===== src/sv/lps_pkg.sv =====
// Shared types and codes for the LED pattern sequencer.
`default_nettype none
package lps_pkg;

   localparam int unsigned TICK_W  = 16;
   localparam int unsigned LED_W   = 8;
   localparam int unsigned PHASE_W = 5;
   localparam int unsigned AMODE_W = 4;
   localparam int unsigned CSR_IDX_W = 2;

   localparam logic [AMODE_W-1:0] MODE_IDLE = 4'd8;

   localparam logic [TICK_W-1:0] FLASH_TICKS_RST = 16'd250;
   localparam logic [TICK_W-1:0] BLINK_TICKS_RST = 16'd125;
   localparam logic [TICK_W-1:0] FILL_TICKS_RST  = 16'd150;

   typedef enum logic [2:0] {
      PAT_FLASH     = 3'd0,
      PAT_STEP_UP   = 3'd1,
      PAT_STEP_DOWN = 3'd2,
      PAT_CONVERGE  = 3'd3,
      PAT_DIVERGE   = 3'd4,
      PAT_UP_DOWN   = 3'd5,
      PAT_SNAKE     = 3'd6,
      PAT_CONV_DIV  = 3'd7
   } pattern_type;

   typedef enum logic [CSR_IDX_W-1:0] {
      CSR_FLASH_TICKS = 2'd0,
      CSR_BLINK_TICKS = 2'd1,
      CSR_FILL_TICKS  = 2'd2
   } csr_index_type;

   typedef struct packed {
      logic [TICK_W-1:0] flash_ticks;
      logic [TICK_W-1:0] blink_ticks;
      logic [TICK_W-1:0] fill_ticks;
   } cfg_type;

   typedef struct packed {
      logic               busy;
      pattern_type        mode;
      logic [PHASE_W-1:0] phase;
      logic [TICK_W-1:0]  remaining;
   } seq_state_type;

   typedef struct packed {
      logic [LED_W-1:0]   leds;
      logic [AMODE_W-1:0] active_mode;
      logic               pattern_done;
   } result_type;

endpackage
`default_nettype wire


===== src/sv/lps_step.sv =====
// Combinational next-state and LED output logic for one tick of the sequencer.
`default_nettype none
module lps_step (
   input  wire lps_pkg::seq_state_type state,
   input  wire lps_pkg::cfg_type       cfg,
   input  wire logic [7:0]             switches,
   output lps_pkg::seq_state_type      state_in,
   output lps_pkg::result_type         result
);
   import lps_pkg::*;

   function automatic logic [LED_W-1:0] step_up(input logic [PHASE_W-1:0] p);
      return p[0] ? 8'h00 : (8'h01 << p[3:1]);
   endfunction

   function automatic logic [LED_W-1:0] step_down(input logic [PHASE_W-1:0] p);
      return p[0] ? 8'h00 : (8'h80 >> p[3:1]);
   endfunction

   function automatic logic [LED_W-1:0] converge(input logic [PHASE_W-1:0] p);
      logic [LED_W-1:0] v;
      case (p[2:0])
         3'd0: v = 8'h00;
         3'd1, 3'd2: v = 8'h81;
         3'd3, 3'd4: v = 8'hC3;
         3'd5, 3'd6: v = 8'hE7;
         default: v = 8'hFF;
      endcase
      return v;
   endfunction

   function automatic logic [LED_W-1:0] diverge(input logic [PHASE_W-1:0] p);
      logic [LED_W-1:0] v;
      case (p[2:0])
         3'd0: v = 8'h00;
         3'd1, 3'd2: v = 8'h18;
         3'd3, 3'd4: v = 8'h3C;
         3'd5, 3'd6: v = 8'h7E;
         default: v = 8'hFF;
      endcase
      return v;
   endfunction

   function automatic logic [LED_W-1:0] phase_leds(input pattern_type m,
                                                  input logic [PHASE_W-1:0] p);
      logic [LED_W-1:0] v;
      case (m)
         PAT_FLASH:     v = p[0] ? 8'h00 : 8'hFF;
         PAT_STEP_UP:   v = step_up(p);
         PAT_STEP_DOWN: v = step_down(p);
         PAT_CONVERGE:  v = converge(p);
         PAT_DIVERGE:   v = diverge(p);
         PAT_UP_DOWN:   v = p[4] ? step_down(p) : step_up(p);
         PAT_SNAKE:     v = p[3] ? (8'hFF << (3'd7 - p[2:0]))
                                 : (8'hFF >> (3'd7 - p[2:0]));
         PAT_CONV_DIV:  v = p[3] ? diverge(p) : converge(p);
         default:       v = 8'h00;
      endcase
      return v;
   endfunction

   function automatic logic [PHASE_W:0] phase_count(input pattern_type m);
      logic [PHASE_W:0] c;
      case (m)
         PAT_FLASH:                        c = 6'd2;
         PAT_STEP_UP, PAT_STEP_DOWN:       c = 6'd16;
         PAT_CONVERGE, PAT_DIVERGE:        c = 6'd8;
         PAT_UP_DOWN:                      c = 6'd32;
         default:                          c = 6'd16;
      endcase
      return c;
   endfunction

   function automatic logic [TICK_W-1:0] phase_ticks(input pattern_type m,
                                                    input cfg_type c);
      logic [TICK_W-1:0] t;
      case (m)
         PAT_FLASH:                             t = c.flash_ticks;
         PAT_STEP_UP, PAT_STEP_DOWN, PAT_UP_DOWN: t = c.blink_ticks;
         default:                               t = c.fill_ticks;
      endcase
      return (t == '0) ? {{(TICK_W-1){1'b0}}, 1'b1} : t;
   endfunction

   pattern_type        cur_mode;
   logic [PHASE_W-1:0] cur_phase;
   logic [TICK_W-1:0]  cur_rem;
   logic [TICK_W-1:0]  mode_ticks;
   logic               last_phase;

   always_comb begin
      cur_mode   = state.busy ? state.mode : pattern_type'(switches[2:0]);
      mode_ticks = phase_ticks(cur_mode, cfg);
      cur_phase  = state.busy ? state.phase : '0;
      cur_rem    = state.busy ? state.remaining : mode_ticks;
      last_phase = ({1'b0, cur_phase} + 6'd1) >= phase_count(cur_mode);

      state_in = state;
      result.leds         = phase_leds(cur_mode, cur_phase);
      result.active_mode  = {1'b0, cur_mode};
      result.pattern_done = 1'b0;

      if (!state.busy && (switches[7:3] != 5'd0)) begin
         result.leds        = '0;
         result.active_mode = MODE_IDLE;
      end else begin
         state_in.busy = 1'b1;
         state_in.mode = cur_mode;
         if (cur_rem <= 16'd1) begin
            if (last_phase) begin
               result.pattern_done = 1'b1;
               state_in.busy       = 1'b0;
               state_in.phase      = '0;
               state_in.remaining  = '0;
            end else begin
               state_in.phase     = cur_phase + 5'd1;
               state_in.remaining = mode_ticks;
            end
         end else begin
            state_in.phase     = cur_phase;
            state_in.remaining = cur_rem - 16'd1;
         end
      end
   end

endmodule
`default_nettype wire


===== src/sv/led_pattern_sequencer.sv =====
// Top level of the LED pattern sequencer: registers, output stage and skid buffer.
//
//   channel  direction  handshake            payload
//   req      in         req_valid/req_stall  req_switches
//   rsp      out        rsp_valid/rsp_stall  rsp_leds, rsp_active_mode, rsp_pattern_done
//   csr      in         csr_write_en         csr_index, csr_wdata
//
// Each accepted request gives one response; the per-tick step logic is one short pass.
// A request can be accepted in every cycle while the skid register is empty.
// A skid register holds one response while rsp_stall is high, and req_stall rises only
// when both the output and skid registers are full.
// Reset returns the sequencer to idle and loads the default tick counts.
`default_nettype none
module led_pattern_sequencer (
   input  wire logic                        clock,
   input  wire logic                        reset,
   input  wire logic                        req_valid,
   output logic                             req_stall,
   input  wire logic [7:0]                  req_switches,
   output logic                             rsp_valid,
   input  wire logic                        rsp_stall,
   output logic [lps_pkg::LED_W-1:0]        rsp_leds,
   output logic [lps_pkg::AMODE_W-1:0]      rsp_active_mode,
   output logic                             rsp_pattern_done,
   input  wire logic                        csr_write_en,
   input  wire logic [lps_pkg::CSR_IDX_W-1:0] csr_index,
   input  wire logic [lps_pkg::TICK_W-1:0]  csr_wdata
);
   import lps_pkg::*;

   cfg_type       cfg_ff, cfg_in;
   seq_state_type state_ff, state_in;
   result_type    step_result;
   result_type    out_ff, out_in;
   result_type    skid_ff, skid_in;
   logic          out_valid_ff, out_valid_in;
   logic          skid_valid_ff, skid_valid_in;
   logic          accept;
   logic          out_free;

   lps_step u_step (
      .state    (state_ff),
      .cfg      (cfg_ff),
      .switches (req_switches),
      .state_in (state_in),
      .result   (step_result)
   );

   assign accept   = req_valid && !skid_valid_ff;
   assign out_free = !out_valid_ff || !rsp_stall;

   always_comb begin
      cfg_in = cfg_ff;
      if (csr_write_en) begin
         case (csr_index_type'(csr_index))
            CSR_FLASH_TICKS: cfg_in.flash_ticks = csr_wdata;
            CSR_BLINK_TICKS: cfg_in.blink_ticks = csr_wdata;
            CSR_FILL_TICKS:  cfg_in.fill_ticks  = csr_wdata;
            default:         cfg_in = cfg_ff;
         endcase
      end
   end

   always_comb begin
      out_in        = out_ff;
      out_valid_in  = out_valid_ff;
      skid_in       = skid_ff;
      skid_valid_in = skid_valid_ff;
      if (out_free) begin
         out_valid_in  = skid_valid_ff || accept;
         out_in        = skid_valid_ff ? skid_ff : step_result;
         skid_valid_in = 1'b0;
      end else if (accept) begin
         skid_in       = step_result;
         skid_valid_in = 1'b1;
      end
   end

   always_ff @(posedge clock) begin
      if (reset) begin
         cfg_ff.flash_ticks <= FLASH_TICKS_RST;
         cfg_ff.blink_ticks <= BLINK_TICKS_RST;
         cfg_ff.fill_ticks  <= FILL_TICKS_RST;
         state_ff.busy      <= 1'b0;
         state_ff.mode      <= PAT_FLASH;
         state_ff.phase     <= '0;
         state_ff.remaining <= '0;
         out_valid_ff       <= 1'b0;
         skid_valid_ff      <= 1'b0;
      end else begin
         cfg_ff        <= cfg_in;
         out_valid_ff  <= out_valid_in;
         skid_valid_ff <= skid_valid_in;
         if (accept) begin
            state_ff <= state_in;
         end
      end
   end

   always_ff @(posedge clock) begin
      out_ff  <= out_in;
      skid_ff <= skid_in;
   end

   assign req_stall        = skid_valid_ff;
   assign rsp_valid        = out_valid_ff;
   assign rsp_leds         = out_ff.leds;
   assign rsp_active_mode  = out_ff.active_mode;
   assign rsp_pattern_done = out_ff.pattern_done;

endmodule
`default_nettype wire


===== config.mk =====
export PLATFORM = sky130hd
export DESIGN_NAME = led_pattern_sequencer
export DESIGN_NICKNAME = d
export VERILOG_FILES = /design/src/sv/lps_pkg.sv /design/src/sv/lps_step.sv /design/src/sv/led_pattern_sequencer.sv
export SDC_FILE = /design/constraint.sdc
export NUM_CORES = 1
export LEC_CHECK = 0
export BUFFER_PORTS_ARGS = -buffer_cell sky130_fd_sc_hd__clkbuf_2
export CORE_MARGIN = 2
export CORE_UTILIZATION = 30
export CTS_BUF_LIST = sky130_fd_sc_hd__clkbuf_4 sky130_fd_sc_hd__clkbuf_8
export CTS_CLUSTER_DIAMETER = 200
export DETAILED_ROUTE_END_ITERATION = 8
export PLACE_DENSITY_LB_ADDON = 0.15
export SYNTH_ARGS = -nofsm -noshare
export SYNTH_HDL_FRONTEND = slang
export SYNTH_HIERARCHICAL = 1
export SYNTH_SLANG_ARGS = --single-unit

===== constraint.sdc =====
create_clock -name clock -period 5.9 [get_ports clock]
set_input_delay 1.18 -clock clock [delete_from_list [all_inputs] [get_ports clock]]
set_output_delay 1.18 -clock clock [all_outputs]
set_load 0.02 [all_outputs]

* Word-level counts from Yosys, hierarchy flattened
Cells that the tools add are included.
** Cells by class
- Shift operators :: 4
- Magnitude comparators :: 2
- Reductions and logical operators :: 24
- Add/subtract/negate cells :: 4
- Bitwise operators :: 2
- Mux-type cells :: 24
- Equality and inequality tests :: 15
** Operator list (number)
- 8-bit case mux with 4 select lines :: 2
- 8-bit case mux with 8 select lines :: 1
- 8-bit two-way mux :: 6
- 21-bit two-way mux :: 2
- 16-bit two-way mux :: 2
- 16-bit case mux with 2 select lines :: 1
- 3-bit equality test (second input constant) :: 7
- 6-bit case mux with 3 select lines :: 1
- 16-bit by 1-bit <= comparator with 1-bit output (second input constant) :: 1
- 16-bit logical NOT :: 1
- 8-bit by 3-bit right shift with 8-bit output (first input constant) :: 2
- 16-bit by 1-bit subtractor with 16-bit output (second input constant) :: 1
- 13-bit two-way mux :: 1
- 3-bit by 2-bit equality test with 1-bit output (second input constant) :: 4
- 12-bit two-way mux :: 1
- 2-bit AND reduction :: 5
- 2-bit OR reduction :: 5
- 1-bit by 3-bit << shifter with 8-bit output (first input constant) :: 1
- 8-bit by 3-bit << shifter with 8-bit output (first input constant) :: 1
- 5-bit by 1-bit adder with 6-bit output (second input constant) :: 1
- 3-bit by 1-bit equality test with 1-bit output (second input constant) :: 2
- 6-bit greater-or-equal comparator :: 1
- 3-bit logical NOT :: 2
- 5-bit by 1-bit adder with 5-bit output (second input constant) :: 1
- other kinds (13) :: 23
** Word-level totals
- Register bits after elaboration :: 101

* Depth between registers and ports, before layout
Gate-level depths: netlist of the first run.
- Depth in word-level cells :: 11
- Mapped depth :: 24
- Mapped depth without buffers :: 20

* Hierarchy
The synthesis of the first run kept the hierarchy.
** By module, submodules not included
- led_pattern_sequencer :: instances 1, seq. area each 2282.2 um^2, cells an instance 364, area an instance 3632.2 um^2
- lps_step :: instances 1, seq. area each 0.0 um^2, cells an instance 396, area an instance 2513.7 um^2

* Worst setup path after synthesis of the first run
No wires, ideal clock.
- Path type :: input-to-reg
- Start point :: input port req_switches[1]
- End point :: register state_ff[3] in the netlist's numbering
- Required time :: 5.830 ns
- Arrival :: 4.660 ns
- Setup time :: 0.070 ns
- Path slack :: 1.169 ns
- Stages on the path :: 19
- Buffers on the path :: 2
- Path through :: mux2_2 > nor2_4 > nand2_2 > inv_2 > buf_2 > a222oi_1 > a2111o_1 > or4_4 > nand4_1 > o21ai_1 > ha_1 > nor2_1 > nor3_4 > and3_1 > buf_4 > or4_1 > a41oi_1 > nand2_1 > a21oi_1
** Between the ends
- Longest elaborated chain between the ends :: 9
** Ends and longest elaborated chain
- from (decl) :: line led_pattern_sequencer.sv:19 : input wire logic [7:0] req_switches,
- 3-bit two-way mux (*) :: line lps_step.sv:92 : cur_mode = state.busy ? state.mode : pattern_type'(switches[2:0]);
- 3-bit by 1-bit equality test with 1-bit output (tied with other cells) :: line lps_step.sv:77 : case (m)
- 3-bit OR reduction :: line lps_step.sv:77
- 16-bit case mux with 2 select lines :: line lps_step.sv:77
- 16-bit logical NOT :: line lps_step.sv:82 : return (t == '0) ? {{(TICK_W-1){1'b0}}, 1'b1} : t;
- 16-bit two-way mux :: line lps_step.sv:82
- 16-bit two-way mux :: line lps_step.sv:95 : cur_rem = state.busy ? state.remaining : mode_ticks;
- 16-bit by 1-bit subtractor with 16-bit output / 16-bit by 1-bit <= comparator with 1-bit output (equally long branches) :: line lps_step.sv:121, lps_step.sv:109
- 21-bit two-way mux (*) :: line lps_step.sv:109 : if (cur_rem <= 16'd1) begin
- to (signal assigned) :: line led_pattern_sequencer.sv:95 : state_ff <= state_in;
- to (decl) :: line led_pattern_sequencer.sv:32 : seq_state_type state_ff, state_in;
Mark *: on every way between the ends. The rest lies on a longest branch, timed or not.
A chain may end at the register's enable or synchronous reset.

* Final worst setup path of the first run
- Start point :: input port req_switches[1]
- End point :: register state_ff[15] in the netlist's numbering
The elaborated chain is that of the path after synthesis.

==> results.py, run 1 <==
metrics = {
    "final_layout": {
        "fin_util_pct": 33.2,
        "syn_to_final_growth_pct": 8.79,
        "layout.nets": 819,
        "drive_gt1_share_pct": 14.9,
        "num_antenna_cells": 0,
        "fillers": 2185,
    },
    "die": {
        "rows": 52,
        "die_w_um": 147,
        "core_area_um2": 20200,
        "die_h_um": 147,
        "io_pins": 46,
        "die_area_um2": 21600,
        "initial_core_util_pct": 30.5,
    },
    "logic_synthesis": {
        "ys_warn_count": 6,
        "syn_area_um2": 6150,
        "async_reset_ff_share_pct": 0,
        "synth_fp_nets": 803,
        "yosysUniqueCellTypes": 83,
        "synth_edf_count": 26,
        "syn_avg_cell_area_um2": 8.09,
        "ys_ff_latch": 101,
        "ys_seq_area_share_pct": 37.1,
        "ys.flop_type": "dfxtp_1",
        "synthCells": 760,
    },
    "timing": {
        "slew_violations": 0,
        "setup-tns-final_ps": 0,
        "fmax_mhz": 203,
        "rsz0062_at_grt": "no",
        "holdWs_ps": 459,
        "finClkSkew_ps": 17.4,
        "fin_crit_sh_pct": 83.5,
        "worst_pin_slew_ps": 1110,
        "hold_viol": 0,
        "setup_viol": 0,
        "period_minus_slack_ps": 4930,
        "maxSlewHeadroom_pct": 25.7,
    },
    "setup_path": {
        "critical_path_class": "primary input to flop",
        "cp_data_required_time_ps": 6230,
        "r2r-start": "state_ff[24]",
        "path_max_fanout": 20,
        "end_kind": "flop",
        "reg2reg_depth": 18,
        "r2r_end": "state_ff[15]",
        "worst_setup_path_start_kind": "primary input",
        "ff2ff_setup_slack_ps": 1120,
        "crit_arrival_ps": 5260,
    },
    "power": {
        "power.share.clock_pct": 33.4,
        "ir_worst_vdd_uv": 96.0,
        "power_mw": 1.47,
        "p_leak_nw": 2.40,
        "combPwrFrac_pct": 15.9,
        "seqPwrFrac_pct": 50.8,
        "power_density_nw_per_um2": 219,
        "p_sw_uw": 442,
        "switching_share_pct": 30.1,
        "p_int_mw": 1.02,
    },
    "clock_network": {
        "cts_setup_buffers": 0,
        "clock-root-buffer": "clkbuf_8",
        "clk_pin_slew_ps": 100,
        "cts_tree": "yes",
        "cts_made_buffers": 9,
        "h-tree-depth": 3,
        "insertion_delay_ps": 400,
        "hold_buffers": 0,
        "cts_resized": 0,
        "cts.sinks": 101,
        "clk_path_buf_depth": 2,
    },
    "drt": {
        "via_per_inst": 5.29,
        "num_vias": 5562,
        "dr.pass1.iters": 4,
        "ant_nets": 0,
        "drc_errors": 0,
        "routed_wirelength_mm": 18.1,
        "drt_iter0_markers": 428,
        "wire_per_inst_um": 17.3,
    },
    "hold_path": {
        "hold_path_end": "cfg_ff[40]",
        "min_path_type": "flop to flop",
        "hold_depth": 2,
        "hp-start": "cfg_ff[40]",
    },
    "global_routing": {
        "grt_use_total_pct": 16.9,
        "grt-ovfl-total": 0,
        "grt_max_degree": 49,
        "grt_pass1_vias": 5229,
        "grt_pass1_wl_mm": 29.3,
        "antenna_found_initial": 0,
    },
    "run": {
        "cap_viol_max_count": 0,
    },
    "placed_design": {
        "place.gp.congestion": 0.905,
        "port-buffer-count": 45,
        "hpwlAfterDp_mm": 13.2,
    },
    "outcome": {
        "status": "finished clean",
    },
}
## state kept, by name, summed over array words and instances (netlist names)
register and count:
rsp_leds 8, req_stall 1, rsp_pattern_done 1, cfg_ff 48
rsp_active_mode 4, state_ff 25, rsp_valid 1, skid_ff 13
## synth_stat cells, types with 5 or more instances
library cell  instances  area, µm²
xnor2_1               7       61.3
a221oi_1              5       43.8
o21ai_0              21        105
o22ai_1              12       75.1
nand3_1              19       95.1
nand3b_1              6       45.0
nand2b_1              9       56.3
dfxtp_1              75       1500
o211ai_1              6       45.0
nand2_1             163        612
nor3_1               25        125
inv_1                15       56.3
mux2_2               15        169
a21oi_1              98        490
buf_6                12        135
a22oi_1               8       60.1
buf_4                 7       52.6
mux2i_1               7       70.1
edfxtp_1             26        781
nor2_1               47        176
and3_1                6       37.5
xor2_1                6       52.6
a21o_1               10       75.1
ha_1                 12        150
buf_2                11       55.1
clkbuf_1             17       63.8
a22o_1               12        105
o21ai_1               8       40.0
a31oi_1              11       68.8
## routing by layer
metal | GRT usage (%) | share of wire, % | vias to the layer above
met2 | 24.9 | 42 | 158
met1 | 25.4 | 52 | 2630
met5 | 0 | 0 | -
met3 | 3.01 | 4.5 | 17
met4 | 4.52 | 1.4 | 0
li1 | - | - | 2757
## cells in the final DEF (no fill, tap or decap), types with 3 or more instances in the layout
cell        n
o211ai_1    6
a22oi_1     8
a21oi_1    98
buf_4      10
a221oi_1    5
xor2_1      6
a22o_1     12
edfxtp_1   26
o21a_1      3
nor4_1      3
o22ai_1    12
a21o_1     10
mux2i_1     6
o21ai_1     8
xnor2_1     7
and2_1      4
o21ai_0    20
mux2_2     15
nor3_1     25
ha_1       12
nor2_1     47
nor2b_1     3
nand2b_1    9
dfxtp_1    75
inv_1      15
a31oi_1    11
nand4_1     4
and3_1      6
clkbuf_2   45
o21ai_2     3
nand3_1    19
nand2_2     3
clkbuf_8   10
nand2_1   163
nand3b_1    6
a211oi_1    4
## critical path: stages
cell and delay [ps]:
clkbuf_2 110, mux2_2 330, nor2_4 190, nand2_2 90, inv_2 310, a222oi_1 200
a2111o_1 370, or4_4 440, nand4_1 110, o21ai_1 150, ha_1 310, nor2_1 200
nor3_4 60, and3_1 270, buf_4 220, o41ai_1 380, o22a_1 170, nand2_1 40
a21oi_1 110
## kinds of logic (layout without fill, tap and decap cells)
group,count (synthesis),count (layout),synth area share [%]
AO/OA/AOI/OAI,230,230,24.0
XOR/XNOR,13,13,1.85
adder cells (fa/ha/maj),12,12,2.44
buffers and inverters,68,89,6.27
flip-flops,101,101,37.1
multiplexers,25,25,4.87
AND/OR/NAND/NOR,311,311,23.5
## per-stage QoR
stage	instances	setup WS [ps]	area, µm²
after global routing	1051	650	6690
after detailed placement	1035	603	6470
after floorplan	760	1170	6150
after global placement	1035	711	6470
after CTS	1051	1020	6690
final	1051	973	6690
## area by class of cell
| type | instances | area [µm²] | share of cell area (%) |
|---|---|---|---|
| Clock buffer | 10 | 138 | 2.06 |
| Clock inverter | 6 | 75.1 | 1.12 |
| Inverter | 18 | 67.6 | 1.01 |
| Multi-Input combinational cell | 591 | 3490 | 52.1 |
| Sequential cell | 101 | 2280 | 34.1 |
| Tap cell | 270 | 338 | 5.05 |
| Timing Repair Buffer | 55 | 300 | 4.49 |
## worst max-delay path by stage
stage / startpoint / to / slack (ps)
6_report: req_switches[1] / state_ff[15] / 970
3_3_place_gp: req_switches[1] / state_ff[3] / 710
2_1_floorplan: req_switches[1] / state_ff[3] / 1170
5_1_grt: req_switches[1] / state_ff[3] / 650
4_1_cts: req_switches[1] / state_ff[3] / 1020
3_5_place_dp: req_switches[1] / state_ff[15] / 600
## power groups by stage
stage                     logic, mW  registers (mW)  clock network, mW
after floorplan               0.162           0.762                  0
after CTS                     0.232           0.745              0.502
after global placement        0.228           0.761                  0
after global routing          0.257           0.748              0.533
after detailed placement      0.231           0.761                  0
final                         0.232           0.745              0.489
(Power assumes the default switching activity.)
==> run 2, diff against run 1 <==
--- a/config.mk
+++ b/config.mk
@@ -5,6 +5,7 @@
 export SDC_FILE = /design/constraint.sdc
 export NUM_CORES = 1
 export LEC_CHECK = 0
+export ABC_AREA = 1
 export BUFFER_PORTS_ARGS = -buffer_cell sky130_fd_sc_hd__clkbuf_2
 export CORE_MARGIN = 2
 export CORE_UTILIZATION = 30
==> constraint.sdc (replaced) <==
create_clock -name clock -period 4.35 [get_ports clock]
set_input_delay 0.87 -clock clock [delete_from_list [all_inputs] [get_ports clock]]
set_output_delay 0.87 -clock clock [all_outputs]
set_load 0.02 [all_outputs]
==> run 2 against run 1 <==
Against the previous run: total power grew 60%; non-clock buffer count grew 13; worst setup slack lost 460 ps; first-iteration DRC count grew 7.2%; die area grew 4.2%.
==> results.py, run 2 <==
metrics = {
    "clock_network": {
        "cts_resized": 0,
        "clock-root-buffer": "clkbuf_8",
        "cts_made_buffers": 9,
        "cts_tree": "yes",
        "h-tree-depth": 3,
        "clk_pin_slew_ps": 110,
        "clk_path_buf_depth": 2,
        "hold_buffers": 0,
        "cts_setup_buffers": 0,
        "cts.sinks": 101,
        "insertion_delay_ps": 400,
    },
    "global_routing": {
        "grt_pass1_wl_mm": 30.7,
        "grt_use_total_pct": 17.1,
        "grt_max_degree": 48,
        "grt_pass1_vias": 5787,
        "grt-ovfl-total": 0,
        "antenna_found_initial": 0,
    },
    "run": {
        "cap_viol_max_count": 0,
    },
    "logic_synthesis": {
        "ys.flop_type": "dfxtp_1",
        "yosysUniqueCellTypes": 50,
        "synth_edf_count": 26,
        "yosysTopAreaCellShare_pct": 23.4,
        "ys_top_cells_by_area": "dfxtp_1 23%, nand2_1 17%, edfxtp_1 12%",
        "synth_fp_nets": 1048,
        "ys_seq_area_share_pct": 35.6,
        "yosys.area.top_type": "dfxtp_1",
        "ys_warn_count": 6,
        "syn_area_um2": 6410,
        "synth_common_cells": "295 x nand2_1, 163 x nor2_1, 104 x inv_1",
        "yosysMostFrequentCell": "nand2_1",
        "async_reset_ff_share_pct": 0,
        "syn_avg_cell_area_um2": 6.38,
        "synthCells": 1005,
        "ys_ff_latch": 101,
    },
    "final_layout": {
        "final_common_cell": "nand2_1",
        "fin_util_pct": 34.1,
        "syn_to_final_growth_pct": 11.7,
        "drive_gt1_share_pct": 11.4,
        "layout_common_cells": "295 x nand2_1, 163 x nor2_1, 103 x inv_1, 91 x nand3_1, 75 x dfxtp_1",
        "top_register": "cfg_ff",
        "layout.nets": 1085,
        "fillers": 2351,
        "num_antenna_cells": 0,
        "largest_reg_flops": 48,
        "reg.largest.list": "cfg_ff (48), state_ff (25), skid_ff (13)",
    },
    "power": {
        "ir_worst_vdd_uv": 169,
        "p_int_mw": 1.51,
        "power_density_nw_per_um2": 328,
        "p_sw_uw": 839,
        "seqPwrFrac_pct": 44.9,
        "p_leak_nw": 3.49,
        "switching_share_pct": 35.7,
        "power.share.clock_pct": 28.5,
        "combPwrFrac_pct": 26.6,
        "power_mw": 2.35,
    },
    "drt": {
        "num_vias": 6194,
        "drt_iter0_markers": 459,
        "drc_errors": 0,
        "wire_per_inst_um": 14.0,
        "routed_wirelength_mm": 18.5,
        "dr.pass1.iters": 6,
        "ant_nets": 0,
        "via_per_inst": 4.69,
    },
    "setup_path": {
        "worst_setup_path_start_kind": "flop",
        "cp_data_required_time_ps": 4680,
        "critical_path_class": "flop to flop",
        "path_max_fanout": 9,
        "crit_arrival_ps": 4160,
        "end_kind": "flop",
    },
    "timing": {
        "hold_viol": 0,
        "worst_pin_slew_ps": 827,
        "period_minus_slack_ps": 3830,
        "setup-tns-final_ps": 0,
        "fin_crit_sh_pct": 88.1,
        "rsz0062_at_grt": "no",
        "fmax_mhz": 261,
        "fin_ws_ps": 516,
        "maxSlewHeadroom_pct": 44.8,
        "setup_viol": 0,
        "finClkSkew_ps": 19.0,
        "slew_violations": 0,
    },
    "placed_design": {
        "dp_slack_ps": 302,
        "place.gp.congestion": 0.892,
        "hpwlAfterDp_mm": 13.1,
        "port-buffer-count": 45,
    },
    "die": {
        "initial_core_util_pct": 30.5,
        "io_pins": 46,
        "die_area_um2": 22600,
        "core_area_um2": 21000,
        "rows": 53,
        "die_h_um": 150,
        "die_w_um": 150,
    },
    "hold_path": {
        "min_path_type": "flop to flop",
    },
    "outcome": {
        "status": "finished clean",
    },
}
run 2: changes by cell type in the layout (fill, tap and decap cells not counted), moves of 30 or more:
cell	change
nor2_1	+116
o21ai_0	+30
inv_1	+88
a21oi_1	-74
nand2_1	+132
nand3_1	+72
run 2: per-layer routing:
layer	routed length, µm	global-route usage [%]	vias to the layer above
li1	-	-	3293
met1	9760	25.0	2746
met2	7740	25.9	136
met5	0	0	-
met3	731	3.27	19
met4	244	4.20	0
run 2: kinds of logic (layout without fill, tap and decap cells):
logic type                 count (synthesis)  after routing  share of synthesized area (%)
and+or+nand+nor                          597            597                           39.0
buffers and inverters                    155            197                           10.2
AOI/OAI and AO/OA                        133            133                           11.8
DFF                                      101            101                           35.6
adders and majority gates                 12             12                           2.34
xor gates and xnor gates                   7              7                          0.956
run 2: cell type report:
cell class	count	area, µm²	share of cell area [%]
flip-flops and latches	101	2280	31.9
multi-input cells	749	3470	48.5
clock buffers	10	131	1.84
clock inverters	6	78.8	1.10
repair buffers	68	423	5.91
well taps	275	344	4.81
inverters	113	425	5.94
run 2: path summary, 6_finish.rpt:
| kind | startpoint | slack, ps | cells past startpoint | to |
|---|---|---|---|---|
| setup / recovery | state_ff[24] | 520 | 20 | state_ff[13] |
| hold / removal | cfg_ff[35] | 480 | 2 | cfg_ff[35] |
| setup reg to reg | state_ff[24] | 520 | 20 | state_ff[13] |
| hold reg to reg | cfg_ff[35] | 480 | 2 | cfg_ff[35] |
run 2: worst max-delay path, stage by stage (launching register included):
cell	delay [ps]
dfxtp_1	390
buf_4	200
nand2_1	220
clkinv_1	350
ha_1	340
inv_1	110
nor2_1	80
xor2_1	130
inv_1	70
ha_1	280
nand2_1	60
inv_1	60
a221oi_1	260
nand3_1	250
inv_1	230
o21ai_2	110
inv_1	240
nand3_1	110
nand2_1	70
o21ai_0	80
nor2_1	120
run 2: power groups by stage:
stage               clock network, mW  registers [mW]  logic [mW]
CTS                             0.694            1.06       0.625
global placement                    0            1.08       0.629
global route                    0.732            1.06       0.714
finish                          0.670            1.06       0.625
floorplan                           0            1.08       0.432
detailed placement                  0            1.08       0.623
run 2: through the flow:
| stage | hold slack [ps] | cell area [µm²] | cells |
|---|---|---|---|
| 6_report | 477 | 7160 | 1322 |
| 5_1_grt | 504 | 7160 | 1322 |
| 4_1_cts | 483 | 7160 | 1322 |
| 3_5_place_dp | 457 | 6950 | 1306 |
| 3_3_place_gp | 445 | 6950 | 1306 |
| 2_1_floorplan | 430 | 6410 | 1005 |
